File: src/rtl/ttce_pkg.sv
// ----------------------------------------------------------------------------
// ttce_pkg
// shared types, codes and constants of the text terminal cursor engine
// ----------------------------------------------------------------------------
`default_nettype none

package ttce_pkg;

   // grid defaults
   localparam int COLUMNS_DEF  = 42;
   localparam int ROWS_DEF     = 24;
   localparam int TAB_STOP_DEF = 4;

   // queue depth between the parts and on the result side
   localparam int FIFO_DEPTH = 2;

   // field widths
   localparam int CMD_W     = 3;
   localparam int BYTE_W    = 8;
   localparam int ACTION_W  = 2;
   localparam int COLUMN_W  = 6;
   localparam int ROW_OUT_W = 5;

   // signed width of cursor plus move amount
   localparam int SUM_W = 10;

   // command codes
   localparam logic [CMD_W-1:0] CMD_PRINT  = 3'd0;
   localparam logic [CMD_W-1:0] CMD_SET_FG = 3'd1;
   localparam logic [CMD_W-1:0] CMD_SET_BG = 3'd2;
   localparam logic [CMD_W-1:0] CMD_MOVE_X = 3'd3;
   localparam logic [CMD_W-1:0] CMD_MOVE_Y = 3'd4;
   localparam logic [CMD_W-1:0] CMD_RESET  = 3'd5;

   // special bytes
   localparam logic [BYTE_W-1:0] CHAR_NUL = 8'd0;
   localparam logic [BYTE_W-1:0] CHAR_TAB = 8'd9;
   localparam logic [BYTE_W-1:0] CHAR_LF  = 8'd10;
   localparam logic [BYTE_W-1:0] CHAR_CR  = 8'd13;

   // color after reset
   localparam logic [BYTE_W-1:0] FG_RESET = 8'd15;
   localparam logic [BYTE_W-1:0] BG_RESET = 8'd0;

   // result actions
   localparam logic [ACTION_W-1:0] ACT_DRAW   = 2'd0;
   localparam logic [ACTION_W-1:0] ACT_SCROLL = 2'd1;
   localparam logic [ACTION_W-1:0] ACT_CLEAR  = 2'd2;

   // classified operations handed from front to back
   typedef enum logic [3:0] {
      OP_PRINT,
      OP_NEWLINE,
      OP_RETURN,
      OP_TAB,
      OP_SET_FG,
      OP_SET_BG,
      OP_MOVE_X,
      OP_MOVE_Y,
      OP_RESET
   } op_type;

   typedef struct packed {
      op_type            op;
      logic [BYTE_W-1:0] arg_a;   // byte, fg color or move amount
      logic [BYTE_W-1:0] arg_b;   // bg color
   } cmd_type;

   typedef struct packed {
      logic [ACTION_W-1:0]  action;
      logic [COLUMN_W-1:0]  column;
      logic [ROW_OUT_W-1:0] row;
      logic [BYTE_W-1:0]    glyph;
      logic [BYTE_W-1:0]    draw_fg;
      logic [BYTE_W-1:0]    draw_bg;
      logic                 last;
   } rsp_type;

endpackage

`default_nettype wire

File: src/rtl/text_terminal_cursor_engine.sv
// ----------------------------------------------------------------------------
// text_terminal_cursor_engine
// cursor and color keeper of a character grid, turning commands into draw,
// scroll and clear words
// ----------------------------------------------------------------------------
// path: a command word is registered in the operation queue, then its result
//   word in the result queue, before it is on the result ports
// throughput: one command word per cycle unless full; a printable byte at the
//   position past the last cell gives two result words, holding the back end
// the back end sets the rate: one result word per cycle, none while rsp_full
// reset: synchronous; queues emptied, cursor home, fg 15, bg 0
`default_nettype none

module text_terminal_cursor_engine import ttce_pkg::*; #(
   parameter int COLUMNS  = COLUMNS_DEF,
   parameter int ROWS     = ROWS_DEF,
   parameter int TAB_STOP = TAB_STOP_DEF
) (
   input  wire logic                 clock,
   input  wire logic                 reset,
   // command side
   input  wire logic                 push,
   output logic                      full,
   input  wire logic [CMD_W-1:0]     req_command,
   input  wire logic [BYTE_W-1:0]    req_char_code,
   input  wire logic [BYTE_W-1:0]    req_fg_color,
   input  wire logic [BYTE_W-1:0]    req_back_color,
   input  wire logic [BYTE_W-1:0]    req_move_amount,
   // result side
   output logic                      empty,
   input  wire logic                 pop,
   output logic [ACTION_W-1:0]       rsp_action,
   output logic [COLUMN_W-1:0]       rsp_column,
   output logic [ROW_OUT_W-1:0]      rsp_row,
   output logic [BYTE_W-1:0]         rsp_glyph,
   output logic [BYTE_W-1:0]         rsp_draw_fg,
   output logic [BYTE_W-1:0]         rsp_draw_bg,
   output logic                      rsp_last
);

   // front to back operation queue
   logic    cmd_valid;
   cmd_type cmd;
   logic    cmd_pop;

   // back end to result queue
   logic    rsp_push;
   rsp_type rsp_in_word;
   logic    rsp_full;
   rsp_type rsp_head;

   // decode and queue; empty commands are dropped here
   ttce_front u_front (
      .clock       (clock),
      .reset       (reset),
      .push        (push),
      .full        (full),
      .command     (req_command),
      .char_code   (req_char_code),
      .fg_color    (req_fg_color),
      .back_color  (req_back_color),
      .move_amount (req_move_amount),
      .cmd_valid   (cmd_valid),
      .cmd         (cmd),
      .cmd_pop     (cmd_pop)
   );

   // cursor state and result generation, stalls only on a full result queue
   ttce_back #(
      .COLUMNS  (COLUMNS),
      .ROWS     (ROWS),
      .TAB_STOP (TAB_STOP)
   ) u_back (
      .clock     (clock),
      .reset     (reset),
      .cmd_valid (cmd_valid),
      .cmd       (cmd),
      .cmd_pop   (cmd_pop),
      .rsp_push  (rsp_push),
      .rsp       (rsp_in_word),
      .rsp_full  (rsp_full)
   );

   // result queue decouples the back end from the consumer
   ttce_fifo #(
      .DEPTH     (FIFO_DEPTH),
      .item_type (rsp_type)
   ) u_rsp_fifo (
      .clock     (clock),
      .reset     (reset),
      .push      (rsp_push),
      .push_data (rsp_in_word),
      .full      (rsp_full),
      .pop       (pop),
      .pop_data  (rsp_head),
      .empty     (empty)
   );

   assign rsp_action  = rsp_head.action;
   assign rsp_column  = rsp_head.column;
   assign rsp_row     = rsp_head.row;
   assign rsp_glyph   = rsp_head.glyph;
   assign rsp_draw_fg = rsp_head.draw_fg;
   assign rsp_draw_bg = rsp_head.draw_bg;
   assign rsp_last    = rsp_head.last;

endmodule

`default_nettype wire

File: src/rtl/ttce_fifo.sv
// ----------------------------------------------------------------------------
// ttce_fifo
// small first-in first-out queue of words, registered storage
// ----------------------------------------------------------------------------
`default_nettype none

module ttce_fifo import ttce_pkg::*; #(
   parameter int  DEPTH     = FIFO_DEPTH,
   parameter type item_type = cmd_type
) (
   input  wire logic     clock,
   input  wire logic     reset,
   input  wire logic     push,
   input  item_type      push_data,
   output logic          full,
   input  wire logic     pop,
   output item_type      pop_data,
   output logic          empty
);

   localparam int PTR_W = (DEPTH > 1) ? $clog2(DEPTH) : 1;
   localparam int CNT_W = $clog2(DEPTH + 1);

   item_type           store_ff [DEPTH];
   logic [PTR_W-1:0]   wr_ptr_ff, wr_ptr_in;
   logic [PTR_W-1:0]   rd_ptr_ff, rd_ptr_in;
   logic [CNT_W-1:0]   count_ff,  count_in;
   logic               do_push, do_pop;

   assign full     = (count_ff == CNT_W'(DEPTH));
   assign empty    = (count_ff == '0);
   assign pop_data = store_ff[rd_ptr_ff];
   assign do_push  = push && !full;
   assign do_pop   = pop && !empty;

   always_comb begin
      wr_ptr_in = wr_ptr_ff;
      rd_ptr_in = rd_ptr_ff;
      count_in  = count_ff;
      if (do_push) begin
         wr_ptr_in = (wr_ptr_ff == PTR_W'(DEPTH - 1)) ? '0 : wr_ptr_ff + 1'b1;
      end
      if (do_pop) begin
         rd_ptr_in = (rd_ptr_ff == PTR_W'(DEPTH - 1)) ? '0 : rd_ptr_ff + 1'b1;
      end
      if (do_push && !do_pop) begin
         count_in = count_ff + 1'b1;
      end else if (do_pop && !do_push) begin
         count_in = count_ff - 1'b1;
      end
   end

   always_ff @(posedge clock) begin
      if (reset) begin
         wr_ptr_ff <= '0;
         rd_ptr_ff <= '0;
         count_ff  <= '0;
      end else begin
         wr_ptr_ff <= wr_ptr_in;
         rd_ptr_ff <= rd_ptr_in;
         count_ff  <= count_in;
      end
   end

   always_ff @(posedge clock) begin
      if (do_push) begin
         store_ff[wr_ptr_ff] <= push_data;
      end
   end

endmodule

`default_nettype wire

File: src/rtl/ttce_front.sv
// ----------------------------------------------------------------------------
// ttce_front
// takes input words, classifies them and queues operations for the back end
// ----------------------------------------------------------------------------
`default_nettype none

module ttce_front import ttce_pkg::*; (
   input  wire logic              clock,
   input  wire logic              reset,
   input  wire logic              push,
   output logic                   full,
   input  wire logic [CMD_W-1:0]  command,
   input  wire logic [BYTE_W-1:0] char_code,
   input  wire logic [BYTE_W-1:0] fg_color,
   input  wire logic [BYTE_W-1:0] back_color,
   input  wire logic [BYTE_W-1:0] move_amount,
   output logic                   cmd_valid,
   output cmd_type                cmd,
   input  wire logic              cmd_pop
);

   cmd_type decoded;
   logic    keep;
   logic    cmd_empty;

   always_comb begin
      decoded       = '{op: OP_PRINT, arg_a: char_code, arg_b: back_color};
      keep          = 1'b1;
      unique case (command)
         CMD_PRINT: begin
            priority if (char_code == CHAR_NUL) begin
               keep = 1'b0;
            end else if (char_code == CHAR_LF) begin
               decoded.op = OP_NEWLINE;
            end else if (char_code == CHAR_CR) begin
               decoded.op = OP_RETURN;
            end else if (char_code == CHAR_TAB) begin
               decoded.op = OP_TAB;
            end else begin
               decoded.op = OP_PRINT;
            end
         end
         CMD_SET_FG: begin
            decoded.op    = OP_SET_FG;
            decoded.arg_a = fg_color;
         end
         CMD_SET_BG: begin
            decoded.op = OP_SET_BG;
         end
         CMD_MOVE_X: begin
            decoded.op    = OP_MOVE_X;
            decoded.arg_a = move_amount;
         end
         CMD_MOVE_Y: begin
            decoded.op    = OP_MOVE_Y;
            decoded.arg_a = move_amount;
         end
         CMD_RESET: begin
            decoded.op    = OP_RESET;
            decoded.arg_a = fg_color;
         end
         default: begin
            // unused codes have no effect
            keep = 1'b0;
         end
      endcase
   end

   // words with no effect are taken and dropped here
   ttce_fifo #(
      .DEPTH     (FIFO_DEPTH),
      .item_type (cmd_type)
   ) u_cmd_fifo (
      .clock     (clock),
      .reset     (reset),
      .push      (push && keep),
      .push_data (decoded),
      .full      (full),
      .pop       (cmd_pop),
      .pop_data  (cmd),
      .empty     (cmd_empty)
   );

   assign cmd_valid = !cmd_empty;

endmodule

`default_nettype wire

File: src/rtl/ttce_back.sv
// ----------------------------------------------------------------------------
// ttce_back
// holds cursor and colors, carries out queued operations, emits result words
// ----------------------------------------------------------------------------
`default_nettype none

module ttce_back import ttce_pkg::*; #(
   parameter int COLUMNS  = COLUMNS_DEF,
   parameter int ROWS     = ROWS_DEF,
   parameter int TAB_STOP = TAB_STOP_DEF
) (
   input  wire logic clock,
   input  wire logic reset,
   input  wire logic cmd_valid,
   input  cmd_type   cmd,
   output logic      cmd_pop,
   output logic      rsp_push,
   output rsp_type   rsp,
   input  wire logic rsp_full
);

   localparam int COL_W = $clog2(COLUMNS);
   localparam int ROW_W = $clog2(ROWS + 1);
   localparam int TAB_W = COL_W + 1;
   localparam logic signed [SUM_W-1:0] COL_MAX = SUM_W'(COLUMNS - 1);
   localparam logic signed [SUM_W-1:0] ROW_MAX = SUM_W'(ROWS - 1);

   // cursor kept as column and row; row equals ROWS only at column 0
   logic [COL_W-1:0]  col_ff, col_in;
   logic [ROW_W-1:0]  row_ff, row_in;
   logic [BYTE_W-1:0] fg_ff,  fg_in;
   logic [BYTE_W-1:0] bg_ff,  bg_in;

   logic [TAB_W-1:0]        tab_next [2**COL_W];
   logic                    at_end;
   logic [ROW_W-1:0]        eff_row;
   logic [TAB_W-1:0]        tab_col;
   logic signed [SUM_W-1:0] amount;
   logic signed [SUM_W-1:0] col_sum;
   logic signed [SUM_W-1:0] row_sum;

   // next tab stop for each column, capped at the row end
   for (genvar c = 0; c < 2**COL_W; c++) begin : g_tab
      localparam int STOP = ((c / TAB_STOP) + 1) * TAB_STOP;
      localparam int CAP  = (STOP > COLUMNS) ? COLUMNS : STOP;
      assign tab_next[c] = TAB_W'(CAP);
   end

   assign at_end  = (row_ff == ROW_W'(ROWS));
   assign eff_row = at_end ? ROW_W'(ROWS - 1) : row_ff;
   assign tab_col = tab_next[col_ff];
   assign amount  = {{(SUM_W - BYTE_W){cmd.arg_a[BYTE_W-1]}}, cmd.arg_a};
   assign col_sum = $signed(SUM_W'(col_ff)) + amount;
   assign row_sum = $signed(SUM_W'(row_ff)) + amount;

   always_comb begin
      col_in   = col_ff;
      row_in   = row_ff;
      fg_in    = fg_ff;
      bg_in    = bg_ff;
      cmd_pop  = 1'b0;
      rsp_push = 1'b0;
      rsp      = '0;
      if (cmd_valid) begin
         unique case (cmd.op)
            OP_PRINT: begin
               if (!rsp_full) begin
                  rsp_push = 1'b1;
                  if (at_end) begin
                     // scroll first; the command stays queued and the draw follows when there is room
                     rsp.action = ACT_SCROLL;
                     row_in     = ROW_W'(ROWS - 1);
                  end else begin
                     rsp.action  = ACT_DRAW;
                     rsp.column  = COLUMN_W'(col_ff);
                     rsp.row     = ROW_OUT_W'(row_ff);
                     rsp.glyph   = cmd.arg_a;
                     rsp.draw_fg = fg_ff;
                     rsp.draw_bg = bg_ff;
                     rsp.last    = 1'b1;
                     cmd_pop     = 1'b1;
                     if (col_ff == COL_W'(COLUMNS - 1)) begin
                        col_in = '0;
                        row_in = row_ff + 1'b1;
                     end else begin
                        col_in = col_ff + 1'b1;
                     end
                  end
               end
            end
            OP_TAB: begin
               if (!at_end || !rsp_full) begin
                  cmd_pop = 1'b1;
                  if (at_end) begin
                     rsp_push   = 1'b1;
                     rsp.action = ACT_SCROLL;
                     rsp.last   = 1'b1;
                  end
                  if (tab_col >= TAB_W'(COLUMNS)) begin
                     col_in = '0;
                     row_in = eff_row + 1'b1;
                  end else begin
                     col_in = tab_col[COL_W-1:0];
                     row_in = eff_row;
                  end
               end
            end
            OP_NEWLINE: begin
               cmd_pop = 1'b1;
               if (col_ff != '0) begin
                  col_in = '0;
                  row_in = row_ff + 1'b1;
               end
            end
            OP_RETURN: begin
               cmd_pop = 1'b1;
               col_in  = '0;
            end
            OP_SET_FG: begin
               cmd_pop = 1'b1;
               fg_in   = cmd.arg_a;
            end
            OP_SET_BG: begin
               cmd_pop = 1'b1;
               bg_in   = cmd.arg_b;
            end
            OP_MOVE_X: begin
               cmd_pop = 1'b1;
               if (!at_end) begin
                  priority if (col_sum < 0) begin
                     col_in = '0;
                  end else if (col_sum > COL_MAX) begin
                     col_in = COL_W'(COLUMNS - 1);
                  end else begin
                     col_in = col_sum[COL_W-1:0];
                  end
               end
            end
            OP_MOVE_Y: begin
               cmd_pop = 1'b1;
               priority if (row_sum < 0) begin
                  row_in = '0;
               end else if (row_sum > ROW_MAX) begin
                  row_in = ROW_W'(ROWS - 1);
               end else begin
                  row_in = row_sum[ROW_W-1:0];
               end
            end
            OP_RESET: begin
               if (!rsp_full) begin
                  cmd_pop     = 1'b1;
                  rsp_push    = 1'b1;
                  rsp.action  = ACT_CLEAR;
                  rsp.draw_bg = cmd.arg_b;
                  rsp.last    = 1'b1;
                  col_in      = '0;
                  row_in      = '0;
                  fg_in       = cmd.arg_a;
                  bg_in       = cmd.arg_b;
               end
            end
            default: begin
               cmd_pop = 1'b1;
            end
         endcase
      end
   end

   always_ff @(posedge clock) begin
      if (reset) begin
         col_ff <= '0;
         row_ff <= '0;
         fg_ff  <= FG_RESET;
         bg_ff  <= BG_RESET;
      end else begin
         col_ff <= col_in;
         row_ff <= row_in;
         fg_ff  <= fg_in;
         bg_ff  <= bg_in;
      end
   end

endmodule

`default_nettype wire
File: config.mk
export PLATFORM = sky130hd
export DESIGN_NAME = text_terminal_cursor_engine
export DESIGN_NICKNAME = d
export VERILOG_FILES = /design/src/rtl/ttce_pkg.sv /design/src/rtl/text_terminal_cursor_engine.sv /design/src/rtl/ttce_fifo.sv /design/src/rtl/ttce_front.sv /design/src/rtl/ttce_back.sv
export SDC_FILE = /design/constraint.sdc
export NUM_CORES = 1
export LEC_CHECK = 0
export BUFFER_PORTS_ARGS = -buffer_cell sky130_fd_sc_hd__buf_2
export CAP_MARGIN = 20
export CORE_ASPECT_RATIO = 1.5
export CORE_MARGIN = 1
export CORE_UTILIZATION = 55
export DETAILED_ROUTE_END_ITERATION = 8
export PLACE_DENSITY = 0.75
export SYNTH_ARGS = -nofsm -noshare
export SYNTH_HDL_FRONTEND = slang
export SYNTH_SLANG_ARGS = --single-unit
File: constraint.sdc
create_clock -name clock -period 9.1 [get_ports clock]
set_input_delay 0.455 -clock clock [delete_from_list [all_inputs] [get_ports clock]]
set_output_delay 0.455 -clock clock [all_outputs]
set_load 0.02 [all_outputs]
# After elaboration in Yosys (flattened, before gate mapping)
# Memories as Yosys holds them, arrays and structs flattened. A register that Yosys moved wholly into a read port is not among the register bits.
# Cells that the tools add are included.
[op_classes]
n_addsub = 13
n_mul = 0
div_mod_pow = 0
magnitude_cmp = 6
eq_ne = 27
n_shift = 0
n_mux = 73
bitwise = 2
reduce_logical = 39
[ops]
columns = ["operator", "n"]
rows = [
  ["2-to-1 mux 38 bit", 2],
  ["case mux 8 bit (2 select lines)", 4],
  ["2-to-1 mux 6 bit", 10],
  ["2-to-1 mux 5 bit", 10],
  ["2-to-1 mux 36 bit", 1],
  ["case mux 6 bit (6 select lines)", 1],
  ["2-to-1 mux 27 bit", 1],
  ["case mux 5 bit (5 select lines)", 1],
  ["== test 8 x 4 -> 1 bit, second input constant", 3],
  ["case mux 4 bit (6 select lines)", 1],
  ["2-to-1 mux 1 bit", 22],
  ["< comparator 9 x 1 -> 1 bit, second input constant", 2],
  ["== test 4 x 3 -> 1 bit, second input constant", 4],
  ["2-to-1 mux 2 bit", 8],
  ["2-to-1 mux 8 bit", 2],
  ["2-to-1 mux 7 bit", 2],
  ["nonzero test 6 bit", 2],
  ["adder 5 x 1 -> 5 bit, second input constant", 2],
  ["adder 6 x 8 -> 9 bit", 1],
  ["adder 7 x 8 -> 9 bit", 1],
  ["> comparator 9 x 6 -> 1 bit, second input constant", 1],
  ["> comparator 9 x 7 -> 1 bit, second input constant", 1],
  ["logical AND 1 bit", 9],
  ["zero test 1 bit", 9],
  ["37 further kinds", 60],
]
[word_totals]
ff_bits = 35
latchBits = 0
ramBits = 116
romBits = 448
input_bits = 39
mem_count = 3
[mem_list]
columns = ["name", "words", "word_bits", "rd", "rd_clocked_by_memory_dff", "write_ports", "line", "rtl"]
rows = [
  ["(name not given)", 64, 7, 1, 0, 0, "ttce_back.sv:51", "assign tab_col = tab_next[col_ff];"],
  ["u_rsp_fifo.store_ff", 2, 38, 1, 1, 1, "ttce_fifo.sv:24", "item_type store_ff [DEPTH];"],
  ["u_front.u_cmd_fifo.store_ff", 2, 20, 1, 1, 1, "ttce_fifo.sv:24", ""],
]

# Longest topological paths before layout
[depth]
word_depth = 11
ltp_mapped = 14
ltp_nobuf = 11

# Cells and area by module
# A second synthesis with hierarchy kept.
[unflattened]
cells_unflattened = 731
area_unflattened_um2 = 8150.3
[modules_own_cells]
columns = ["module", "n_inst", "cells_per_inst", "area_each_um2", "seq_area_each_um2"]
rows = [
  ["ttce_back", 1, 425, 3080.5, 540.5],
  ["ttce_fifo (u_rsp_fifo)", 1, 143, 2955.3, 2382.3],
  ["ttce_fifo (u_front.u_cmd_fifo)", 1, 87, 1654.1, 1301.2],
  ["ttce_front", 1, 76, 460.4, 0.0],
]

# Worst setup path after synthesis
# OpenSTA, ideal clock, no wires.
[synth_path]
kind = "register to register"
from = "reg (tool-made name)"
to = "mem u_rsp_fifo.store_ff[0][0] (netlist bit) (enable)"
setup_time_ns = 0.480
t_arrival_ns = 4.003
required_time_ns = 8.620
slack_ns = 4.617
path_stages_with_launch = 8
path_buffers = 2
path_cell_list = "dfxtp_1 > buf_6 > buf_6 > nor3_4 > nor2_1 > nor2_2 > a21oi_1 > nor3_1"
[synth_rtl]
columns = ["item", "line"]
rows = [
  ["to (decl)", "ttce_fifo.sv:24"],
]

==> run_results.csv <==
group,metric,value,unit
power,power.leakage,3.25,nW
drt,firstDrtPassIters,5,
setup_path,crit_path_start_kind,"flip-flop",
grt,grt_start_max_net_pins,39,
drt,wl_met2,9340,um
yosys,ys_seq_area_share,52.0,%
setup_path,slowest_stage,"dfxtp_1",
cells_and_area,syn_to_final_growth,13.7,%
sta,tightest_slew,0.896,ns
drt,drc,0,
grt,grt_pass1_wl,27600,um
drt,m1WireLength,7400,um
yosys,ys_warn_count,0,
die,die_area,15300,sq um
sta,rsz0062_at_grt,"no",
setup_path,path_cells,"buf_4, mux2i_1, inv_1, ha_1, a211oi_1, o21bai_1, a211o_1, o211ai_1, nand4_1, a2111oi_2",
grt,antenna_found_initial,0,
power,ir_worst_vdd,0.179,mV
yosys,synth_area_leader_cell,"edfxtp_1",
place,globalplace.congestion,0.936,
yosys,async_flop_share,0,%
yosys,synth_ff_type,"edfxtp_1",
place,dp_hpwl,13200,um
die,die_w,101,um
run_status,status,"finished, final reports clean",
grt,overflow,0,
clocking,cts_resized,0,
cells_and_area,final_common_cell,"edfxtp_1",
clocking,ctsHtreeMaxLevel,4,
run,maxCapViolCount,0,
yosys,syn_inst,710,
sta,fin_tns_setup,0,ns
clocking,ctsRootBufferMaster,"clkbuf_16",
setup_path,required,9.42,ns
yosys,yosys.area.top_type_share,42.9,%
power,power.total,2.49,mW
sta,relSlewSlack,40.3,%
yosys,ys_seq_elements,153,
sta,setup_viol,0,
drt,via_per_inst,5.99,
clocking,clkSlewWorstSetupHoldPaths,0.06,ns
sta,period_minus_slack,3.79,ns
grt,first_global_vias,5659,
place,io_buffers,78,
sta,slew_viol_final,0,
cells_and_area,diodes,0,
cells_and_area,final_cell_mix,"edfxtp_1, buf_2, nor2_1",
setup_path,path_class,"flip-flop to flip-flop",
yosys,synth_nets,774,
clocking,tritoncts,"done",
power,power_density,270,nW/um^2
drt,postRouteAntennaNets,0,
die,fp-row-count,54,
cells_and_area,drive_above_1_share,24.9,%
grt,track_usage,23.7,%
yosys,synth.distinct_cells,80,
clocking,cts_hold_buf,0,
setup_path,crit_arrival,4.11,ns
sta,finalHoldViolations,0,
die,die_h,151,um
clocking,insertion_delay,0.42,ns
die,start_util,56.2,%
setup_path,slowest_delay,0.60,ns
drt,vias,5934,
die,core,14500,sq um
worst_hold_path,hp-class,"input port to flip-flop",
yosys,syn-cell-area,8130,sq um
clocking,cts_buffers,17,
die,pin_count,79,
clocking,post-cts-setup-buffers,0,
setup_path,cp-end-kind,"flip-flop",
clocking,cts_buffer_depth,2,
setup_path,cp_max_fo,27,
drt,routed_wl,17800,um
yosys,syn_avg_cell_area,11.4,sq um
sta,skew,0.00815,ns
yosys,synthTopCellsByArea,"edfxtp_1, dfxtp_1, mux2_2",
drt,top_layer,"met4",
drt,drtIter0Drc,435,
cells_and_area,fin_nets,845,
sta,max_clock_freq,264,MHz
drt,wl_per_cell,18.0,um
yosys,synth_edf_count,116,
clocking,cts.sinks,153,
drt,wl_met3,639,um
sta,period_share,41.7,%
[cell families after synthesis]
kind of cell / count (synthesis) / share of synthesized area, %
xor gates and xnor gates: 16 / 1.72
DFF: 153 / 52.0
buffers and inverters: 55 / 2.86
muxes: 77 / 10.7
and+or+nand+nor: 212 / 13.7
adders and majority gates: 25 / 4.03
AOI/OAI and AO/OA: 172 / 15.0
[cells in the mapped netlist (3+ instances only)]
library cell    n
a211o_1         7
a211oi_1       11
a21oi_1        25
a221oi_1        4
a22oi_1        11
a311oi_1        6
a31oi_1         4
and2_1          6
and3_1         17
buf_4           3
clkbuf_1       27
dfxtp_1        37
edfxtp_1      116
ha_1           23
inv_1          20
mux2_2         55
mux2i_1        17
nand2_1        34
nand2b_1       12
nand3_1        13
nand4_1        10
nor2_1         71
nor2b_1        12
nor3_1         13
nor3_4          3
o211ai_1        5
o21a_1          4
o21ai_0        32
o21ai_1         6
o22ai_1        17
o31a_1          8
or2_2           3
or3_1           3
xnor2_1         9
xor2_1          7
[metal layers]
layer / up-vias / track usage (%)
met5: - / 0
met4: 0 / 10.0
met3: 35 / 3.60
met2: 176 / 43.1
met1: 2865 / 27.4
li1: 2858 / -
[state kept, by name, summed over array words and instances (netlist names), named ones only]
name	flops
u_front.u_cmd_fifo.count_ff	2
u_rsp_fifo.wr_ptr_ff	1
u_back.col_ff	6
u_rsp_fifo.store_ff	76
u_back.bg_ff	8
u_back.row_ff	5
u_front.u_cmd_fifo.wr_ptr_ff	1
u_rsp_fifo.count_ff	2
u_back.fg_ff	8
u_rsp_fifo.rd_ptr_ff	1
u_front.u_cmd_fifo.rd_ptr_ff	1
u_front.u_cmd_fifo.store_ff	40
[final timing paths]
| kind | slack, ns | end | startpoint | depth (start not counted) |
|---|---|---|---|---|
| setup reg to reg | 5.31 | u_back.col_ff[1] | flip-flop | 10 |
| setup / recovery | 5.31 | u_back.col_ff[1] | flip-flop | 10 |
| hold reg to reg | 0.50 | u_back.fg_ff[6] | u_back.fg_ff[6] | 2 |
| hold / removal | 0.22 | u_front.u_cmd_fifo.store_ff[0][4] | req_back_color[4] | 1 |
[power breakdown]
group,switching [mW],internal [mW]
sequential,0.0827,0.844
combinational,0.538,0.349
clock,0.296,0.384
[per-stage QoR]
step                      utilization, %  hold slack, ns  std cells  worst slack [ns]  area (sq um)
final                               63.9           0.222        990              5.31          9240
after global routing                63.9           0.211        990              5.04          9240
after CTS                           63.8           0.211        989              5.36          9230
after detailed placement            59.9           0.488        957              5.39          8660
after global placement              59.9           0.473        957              5.53          8660
after floorplan                        -           0.461        710              4.62          8130
[final cells by class]
class,count,area (sq um)
flip-flops and latches,153,4220
clock buffers,18,429
repair buffers,85,447
well taps,196,245
fillers,1189,5220
clock inverters,14,136
multi-input cells,502,3670
inverters,22,82.6
[worst max-delay path: cells and delay by family (launching register included)]
kind,cells,cell delay (ns)
AOI/OAI and AO/OA,5,1.43
and+or+nand+nor,1,0.16
adders and majority gates,1,0.35
DFF,1,0.60
buffers and inverters,2,0.65
muxes,1,0.50
Power figures use the tool's default switching activity.
